File: src/pgu_pkg.sv
// Shared types, constants and helpers for the PBIL generation update block.
// Used by every module under src; depends on nothing.
package pgu_pkg;

  localparam int MAX_BITS   = 64;
  localparam int MAX_SEL    = 64;
  localparam int IDX_W      = 6;
  localparam int CNT_W      = 7;
  localparam int PROB_W     = 16;
  localparam int SCORE_W    = 7;
  localparam int LEN_W      = 7;
  localparam int DIV_W      = 23;
  localparam int DIVISOR_W  = 7;
  localparam int CFG_IDX_W  = 3;
  localparam int CFG_DATA_W = 16;

  localparam logic [CFG_IDX_W-1:0] CFG_STRING_LENGTH  = 3'd0;
  localparam logic [CFG_IDX_W-1:0] CFG_LEARNING_RATE  = 3'd1;
  localparam logic [CFG_IDX_W-1:0] CFG_SELECTED_COUNT = 3'd2;
  localparam logic [CFG_IDX_W-1:0] CFG_LOWER_BORDER   = 3'd3;
  localparam logic [CFG_IDX_W-1:0] CFG_TARGET_FITNESS = 3'd4;

  localparam logic [6:0]  RST_STRING_LENGTH  = 7'd64;
  localparam logic [15:0] RST_LEARNING_RATE  = 16'd6554;
  localparam logic [6:0]  RST_SELECTED_COUNT = 7'd8;
  localparam logic [14:0] RST_LOWER_BORDER   = 15'd1024;
  localparam logic [6:0]  RST_TARGET_FITNESS = 7'd96;

  localparam logic [PROB_W-1:0] PROB_HALF = 16'd32768;

  typedef enum logic [3:0] {
    S_IDLE, S_SCORE, S_CMP, S_POS, S_INS, S_CNT_RD, S_CNT_ACC,
    S_P_RD, S_P_MUL, S_DIV, S_P_WR, S_P_OUT
  } state_t;

  typedef struct packed {
    logic cap;
    logic score;
    logic cmp;
    logic pos;
    logic ins;
    logic cnt_clr;
    logic cnt_rd;
    logic cnt_acc;
    logic p_rd;
    logic p_mul;
    logic p_wr;
    logic next_bit;
    logic gen_end;
  } cmd_t;

  typedef struct packed {
    logic final_cand;
    logic cnt_last;
    logic div_done;
    logic out_fire;
    logic bit_last;
  } stat_t;

  // Leading-blocks fitness: run of 11 pairs scores 3 each, the stopping
  // pair scores 1 (mixed) or 2 (00).
  function automatic logic [SCORE_W-1:0] leading_blocks(input logic [MAX_BITS-1:0] s,
                                                        input logic [LEN_W-1:0] len);
    logic [5:0] npairs;
    logic [5:0] n;
    logic [SCORE_W-1:0] f;
    npairs = len[6:1];
    n = 6'd32;
    for (int k = MAX_BITS/2 - 1; k >= 0; k--) begin
      if ((6'(k) >= npairs) || !(s[2*k] && s[2*k+1])) n = 6'(k);
    end
    if (n >= npairs) begin
      f = SCORE_W'(3 * npairs);
    end else if (s[{n[4:0], 1'b0}] || s[{n[4:0], 1'b1}]) begin
      f = SCORE_W'(3 * n + 1);
    end else begin
      f = SCORE_W'(3 * n + 2);
    end
    return f;
  endfunction

endpackage

File: src/pgu_ctrl.sv
// Controller state machine: sequences scoring, ranked insertion, counting
// and the per-bit update. Depends on pgu_pkg.
module pgu_ctrl (
  input  logic           clk,
  input  logic           rst_n,
  input  logic           in_valid,
  output logic           in_ready,
  output pgu_pkg::cmd_t  cmd,
  input  pgu_pkg::stat_t stat
);
  import pgu_pkg::*;

  state_t state_r, state_nxt;

  always_ff @(posedge clk) begin
    if (!rst_n) state_r <= S_IDLE;
    else        state_r <= state_nxt;
  end

  always_comb begin
    state_nxt = state_r;
    unique case (state_r)
      S_IDLE:    if (in_valid) state_nxt = S_SCORE;
      S_SCORE:   state_nxt = S_CMP;
      S_CMP:     state_nxt = S_POS;
      S_POS:     state_nxt = S_INS;
      S_INS:     state_nxt = stat.final_cand ? S_CNT_RD : S_IDLE;
      S_CNT_RD:  state_nxt = S_CNT_ACC;
      S_CNT_ACC: state_nxt = stat.cnt_last ? S_P_RD : S_CNT_RD;
      S_P_RD:    state_nxt = S_P_MUL;
      S_P_MUL:   state_nxt = S_DIV;
      S_DIV:     if (stat.div_done) state_nxt = S_P_WR;
      S_P_WR:    state_nxt = S_P_OUT;
      S_P_OUT:   if (stat.out_fire) state_nxt = stat.bit_last ? S_IDLE : S_P_RD;
      default:   state_nxt = S_IDLE;
    endcase
  end

  always_comb begin
    cmd      = '0;
    in_ready = 1'b0;
    unique case (state_r)
      S_IDLE: begin
        in_ready = 1'b1;
        cmd.cap  = in_valid;
      end
      S_SCORE:   cmd.score = 1'b1;
      S_CMP:     cmd.cmp = 1'b1;
      S_POS:     cmd.pos = 1'b1;
      S_INS: begin
        cmd.ins     = 1'b1;
        cmd.cnt_clr = stat.final_cand;
      end
      S_CNT_RD:  cmd.cnt_rd = 1'b1;
      S_CNT_ACC: cmd.cnt_acc = 1'b1;
      S_P_RD:    cmd.p_rd = 1'b1;
      S_P_MUL:   cmd.p_mul = 1'b1;
      S_DIV:     ;
      S_P_WR:    cmd.p_wr = 1'b1;
      S_P_OUT: begin
        cmd.next_bit = stat.out_fire && !stat.bit_last;
        cmd.gen_end  = stat.out_fire && stat.bit_last;
      end
      default:   ;
    endcase
  end

endmodule

File: config.mk
export PLATFORM = sky130hd
export DESIGN_NAME = pgu_ctrl
export DESIGN_NICKNAME = d
export VERILOG_FILES = /design/src/pgu_pkg.sv /design/src/pgu_ctrl.sv
export SDC_FILE = /design/constraint.sdc
export NUM_CORES = 1
export LEC_CHECK = 0
export BUFFER_PORTS_ARGS = -buffer_cell sky130_fd_sc_hd__buf_2
export CAP_MARGIN = 5
export CORE_AREA = 2 2 39 41
export DETAILED_ROUTE_END_ITERATION = 10
export DIE_AREA = 0 0 41 43
export GPL_TIMING_DRIVEN = 0
export MAX_ROUTING_LAYER = met4
export PLACE_DENSITY = 0.56
export SETUP_SLACK_MARGIN = 0.05
export SLEW_MARGIN = 10
export SYNTH_ARGS = -nofsm -noshare
export SYNTH_HDL_FRONTEND = slang
export SYNTH_SLANG_ARGS = --single-unit
File: constraint.sdc
create_clock -name clk -period 1.25 [get_ports clk]
set_clock_uncertainty 0.15 [all_clocks]
set_input_delay 0.375 -clock clk [delete_from_list [all_inputs] [get_ports clk]]
set_output_delay 0.375 -clock clk [all_outputs]
set_load 0.02 [all_outputs]
* Word-level counts from Yosys, hierarchy flattened
Cells that the tools add are included.
Operators by class: eq/ne operators 14, multiplexer cells 19, reductions and logical operators 5
Operator list (number):
- 4-bit one-hot mux with 12 select lines | 1
- 4-bit by 3-bit equality test with 1-bit output (second input constant) | 4
- 4-bit equality test (second input constant) | 4
- 4-bit 2-to-1 mux | 3
- 1-bit 2-to-1 mux | 10
- 4-bit by 2-bit equality test with 1-bit output (second input constant) | 2
- 2-bit 2-to-1 mux | 3
- 3-bit 2-to-1 mux | 2
- 2-bit inequality test (second input constant) | 3
- 4-bit by 1-bit equality test with 1-bit output (second input constant) | 1
- 4-bit logical NOT | 1
- 3-bit AND reduction | 1
- 1-bit logical AND | 2
- 1-bit logical NOT | 1
Storage, ports and cells: flip-flop bits (word level) 4, output and inout bits 14, word-level logic and storage cells 39

* Depth between registers and ports, before layout
Gate-level depths: netlist of the first run.
word-level depth 3, mapped depth 5, mapped depth without buffers 4

* Worst setup path after synthesis of the first run
OpenSTA, ideal clock, no wires.
path type register -> output, start point reg state_r[0], end point out cmd[12] (netlist name), setup slack -774 ps, buffers on the path 0, arrival 1499 ps, stages on the path, launching flop included 3, data required time 725 ps, path through dfxtp_1 > nor4_1 > and2_1
RTL lines:
- start: declaration | RTL line pgu_ctrl.sv:13 | state_t state_r, state_nxt;
- start signal: assignment | RTL line pgu_ctrl.sv:17 | else state_r <= state_nxt;
- end: declaration | RTL line pgu_ctrl.sv:8 | output pgu_pkg::cmd_t cmd,

* Worst setup path in the final report of the first run
start point reg state_r[2], end point out in_ready
Between the ends: cells in the longest elaborated chain, start to end 2
Ends and longest elaborated chain:
- 4-bit logical NOT | RTL line pgu_ctrl.sv:42 | unique case (state_r)
- 1-bit 2-to-1 mux | RTL line pgu_ctrl.sv:42
- end: declaration | RTL line pgu_ctrl.sv:7 | output logic in_ready,
Every way passes these cells.

==> metrics, run 1 <==
Die ar. 1760 um^2; Clk Latency, worst-skew pair 250 ps; Critical Path Fanout Max 4; clk slew on worst S/H paths 40 ps; antenna cells 0; Placed Area 628 um^2; Num CTS Buffers 3; register with the most flip-flops state_r; Hold Fails Final Rpt 0; pwr/cell area 732 nW/um^2; Largest register FFs 4; drt total wl 1640 um; Post-DRT Antenna Nets 0; syn nets 61; DIE WIDTH 41 um; Worst setup EP type output port; largest net degree at the start of global routing 10; CP max stage cell dfxtp_4; cells after synthesis 53; Overflow after GRT 0; drc violations 0; failing checks negative setup slack; Req. time, crit path 730 ps; post-synthesis sequential area ratio 20.8%; Total Routing Usage GR 19.9%; CP startpoint kind register; Pre-antenna DRT Iters 4; Worst path max stage delay 360 ps; global-route wire length before repair 2320 um; RePlAce Congestion 0.744; FMAX 558 MHz; Starting DRT DRC Count 27; hold buffers post-CTS 0; Final setup viols 18; final worst path period need 1790 ps; Synth Register Bits 4; CP dominant cell by count buf_4; Nets 103; Leakage 0.417 nW; Max clock buf depth 2; CP Cell Sequence buf_4, nor4_4, buf_4, buf_6; Mapped Area 384 um^2; Final HPWL DP 863 um; WP data arrival 1270 ps; Reg-to-Reg Start state_r[1]; core area 1380 um^2; min-delay src rst_n; Initial Utilization 27.8%; IO buf count 21; Row Count 14; Avg Synthesized Cell Area 7.25 um^2; share of cells above drive strength 1 76.3%; Rel. slew slack 84.6%; fin crit share 143%; RSZ-0062 raised after global routing yes; drt wl/cell 15.1 um; Worst Tran Pin Value 229 ps; min-delay worst type in2reg; tightest hold margin 262 ps; max_cap viols 0; Setup crit start state_r[2]; via count 582; P&R area growth vs syn 154%; initial antenna violation count 0; final instance area 975 um^2; final worst setup slack -541 ps; # IOs 22; vias in the first global route 548; top flop regs state_r x4; vias per inst 5.34; Setup CP Type reg2out; max-slew violation count 0; Die H 43 um; clock root cell clkbuf_4; H-tree depth 1; outcome complete, but fails checks; synth warn 0; Max rail drop VDD 0.553 mV; clk sinks 4; CTS tree built; Top delay family on crit path buffers and inverters; post-layout util 70.4%; Critical path buffers and inverters 3; synth unique cells 27
-- worst paths after layout --
check        slack (ps)  cells past startpoint         end
min                 260                      2  state_r[3]
max                -540                      4    in_ready
min reg2reg         640                      4  state_r[3]
max reg2reg        -320                      7  state_r[1]
-- logic make-up after synthesis --
group / Yosys count / share of synthesized area (%)
flip-flops: 4 / 20.8
AO/OA/AOI/OAI: 11 / 18.6
XOR/XNOR: 1 / 2.28
AND/OR/NAND/NOR: 29 / 43.3
multiplexers: 2 / 5.54
buffers and inverters: 6 / 9.45
-- routing by layer --
layer	wire [um]	GRT usage [%]
met5	0	-
met4	31	13.3
met3	31	1.57
met2	909	31.6
met1	672	22.3
-- per-stage QoR --
step	worst slack, ps	total power [W]	instances	TNS, ps
finish	-541	0.000713	109	-7650
global route	-575	0.000737	109	-8260
CTS	-511	0.000609	101	-7090
detailed placement	-409	0.000372	90	-3930
global placement	-409	0.000370	90	-3890
floorplan	-351	0.000316	53	-3140
-- cell usage after synthesis --
master	number	share of area, %
nand4_1	1	1.6
buf_4	1	2.0
o22ai_1	2	3.3
or4_1	1	2.0
mux2_2	1	2.9
a31oi_1	1	1.6
buf_2	2	2.6
nand3_1	1	1.3
o21ai_1	1	1.3
o32a_1	1	2.6
nand4b_2	1	3.9
xnor2_1	1	2.3
and3_1	2	3.3
inv_1	2	2.0
nand2b_1	7	11
nand2_2	1	1.6
buf_6	1	2.9
mux2i_1	1	2.6
o211a_1	1	2.6
a21oi_1	4	5.2
nor2_1	6	5.9
nand2_1	1	0.98
dfxtp_1	4	21
o31ai_1	1	2.0
and2_1	2	3.3
nor3_1	5	6.5
nor4_1	1	1.6
-- layout make-up --
cell class,instances,area (um^2)
inverter,2,7.51
timing repair buffer,37,345
buffer,4,60.1
sequential,4,95.1
multi-input combinational,43,424
clock buffer,3,22.5
tap,16,20.0
fill,107,409
-- power by group --
part,internal (W),leakage (nW),total [W],switching (W)
clock,0.000108,0.0138,0.000175,0.0000667
sequential,0.000136,0.0356,0.000153,0.0000175
combinational,0.000209,0.367,0.000385,0.000177
-- cells in the final DEF (no fill, tap or decap), types with 3 or more instances in the layout --
cell type,count
nand2b_4,5
clkbuf_4,3
buf_4,13
buf_2,7
nor3_4,4
dfxtp_4,4
buf_6,14
buf_8,5
a21oi_1,4
-- timing repair --
action                                 CTS  global route
setup buffers                            8             8
endpoints found under the hold margin    0             0
setup endpoints to repair               18            18
pin swaps                                5             8
resized for setup                       30            18
Note: power is estimated with default switching activity, not from simulation.
==> run 2: changes to the inputs <==
CORE_AREA = 4 4 41 43   (was 2 2 39 41)
DIE_AREA = 0 0 45 47   (was 0 0 41 43)
==> run 2 against run 1 <==
Effect of this change:
- the run still ends with negative setup slack left
- power fell by 6.7%
- largest power group unchanged
- clock power increased by 3%
- final cell count decreased by 4.6%
- wire length shrank 15%
- core utilization up 0.91 points
- sequential cell count stayed put
- critical path depth rose by 1
- sequential share of layout area up 0.49 points
- largest cell class unchanged
- worst hold slack worse by 7.6 ps
- register-to-register slack improved by 20 ps
- final area is 4.7% lower
- global-route usage decreased by 3.6 points
==> metrics, run 2 (synthesized netlist as in run 1, its figures left out) <==
Total Routing Usage GR 16.3%; share of cells above drive strength 1 75.3%; clock root cell clkbuf_4; global-route wire length before repair 2290 um; Initial Utilization 29.5%; Req. time, crit path 730 ps; failing checks negative setup slack; Final setup viols 18; Design Power 0.000666 W; Post-DRT Antenna Nets 0; Worst Tran Pin Value 247 ps; Die H 47 um; final worst setup slack -474 ps; commonest cells after routing, fill and taps aside buf_4, buf_6, buf_2; core area 1300 um^2; Max clock buf depth 2; P&R area growth vs syn 142%; Num CTS Buffers 3; max-slew violation count 0; final worst path period need 1720 ps; RSZ-0062 raised after global routing yes; DIE WIDTH 45 um; area taken by multi-input logic gates 428 um^2; Leakage 0.392 nW; clk sinks 4; Filler Cell Count 102; post-layout util 71.3%; Row Count 13; max_cap viols 0; Die ar. 2120 um^2; hold buffers post-CTS 0; fin crit share 138%; via count 539; Nets 98; # IOs 22; Rel. slew slack 83.4%; drt wl/cell 13.4 um; clk slew on worst S/H paths 40 ps; FMAX 580 MHz; drc violations 0; CTS tree built; vias in the first global route 497; Clk Latency, worst-skew pair 240 ps; CP startpoint kind register; Max rail drop VDD 0.550 mV; WP data arrival 1200 ps; Overflow after GRT 0; Setup CP Type reg2out; pwr/cell area 717 nW/um^2; most common cell after layout, fill and taps aside buf_4; Starting DRT DRC Count 1; Worst setup EP type output port; antenna cells 0; register with the most flip-flops state_r; H-tree depth 1; RePlAce Congestion 0.677; Reg area 95.1 um^2; drt total wl 1390 um; min-delay worst type in2reg; initial antenna violation count 0; IO buf count 21; outcome complete, but fails checks; Hold Fails Final Rpt 0; Pre-antenna DRT Iters 4; top flop regs state_r x4; Critical Path Fanout Max 4; vias per inst 5.18; largest net degree at the start of global routing 10; Largest register FFs 4
## run 2: changes by cell type in the layout (fill, tap and decap cells not counted), sizes merged
| cell | delta |
|---|---|
| buf | -5 |
| clkbuf | +1 |
## run 2: final timing paths
path / slack [ps] / start / cells past startpoint / to
max reg2reg: -300 / state_r[1] / 7 / state_r[1]
min reg2reg: 520 / state_r[0] / 3 / state_r[1]
max: -470 / state_r[2] / 5 / cmd[7]
min: 250 / rst_n / 2 / state_r[3]
## run 2: metrics by stage
stage	instance area [um^2]	hold WS (ps)	setup TNS, ps	std cells	setup WS [ps]
finish	928	254	-6820	104	-474
global route	928	246	-7840	104	-533
CTS	886	244	-6630	102	-485
detailed placement	627	490	-4070	89	-427
global placement	627	496	-3940	89	-419
floorplan	503	351	-3140	53	-351
## run 2: what timing repair did
action / CTS / global route
setup buffers: 9 / 2
pin swaps: 13 / 5
setup endpoints to repair: 18 / 18
gates resized for setup: 42 / 6
## run 2: worst max-delay path, stage by stage (launching register included)
cell and delay (ps):
dfxtp_4 370, buf_8 110, nand2b_4 90, nor3_4 120, and2_4 160, buf_6 100
## run 2: where the power goes
part	switching, W	internal [W]
Combinational	0.000157	0.000172
Sequential	0.0000213	0.000136
Clock	0.0000600	0.000120
## run 2: cell type report
class | instances | area share (%)
buffer | 4 | 7.01
clock buffer | 4 | 2.83
inverter | 2 | 0.809
multi-input combinational | 43 | 46.1
sequential | 4 | 10.2
tap | 15 | 2.02
timing repair buffer | 32 | 31.0
## run 2: layer usage
| metal | wire length (um) | GRT usage [%] |
|---|---|---|
| met3 | 66 | 3.45 |
| met4 | 38 | 10.5 |
| met2 | 746 | 26.8 |
| met5 | 0 | - |
| met1 | 540 | 17.6 |
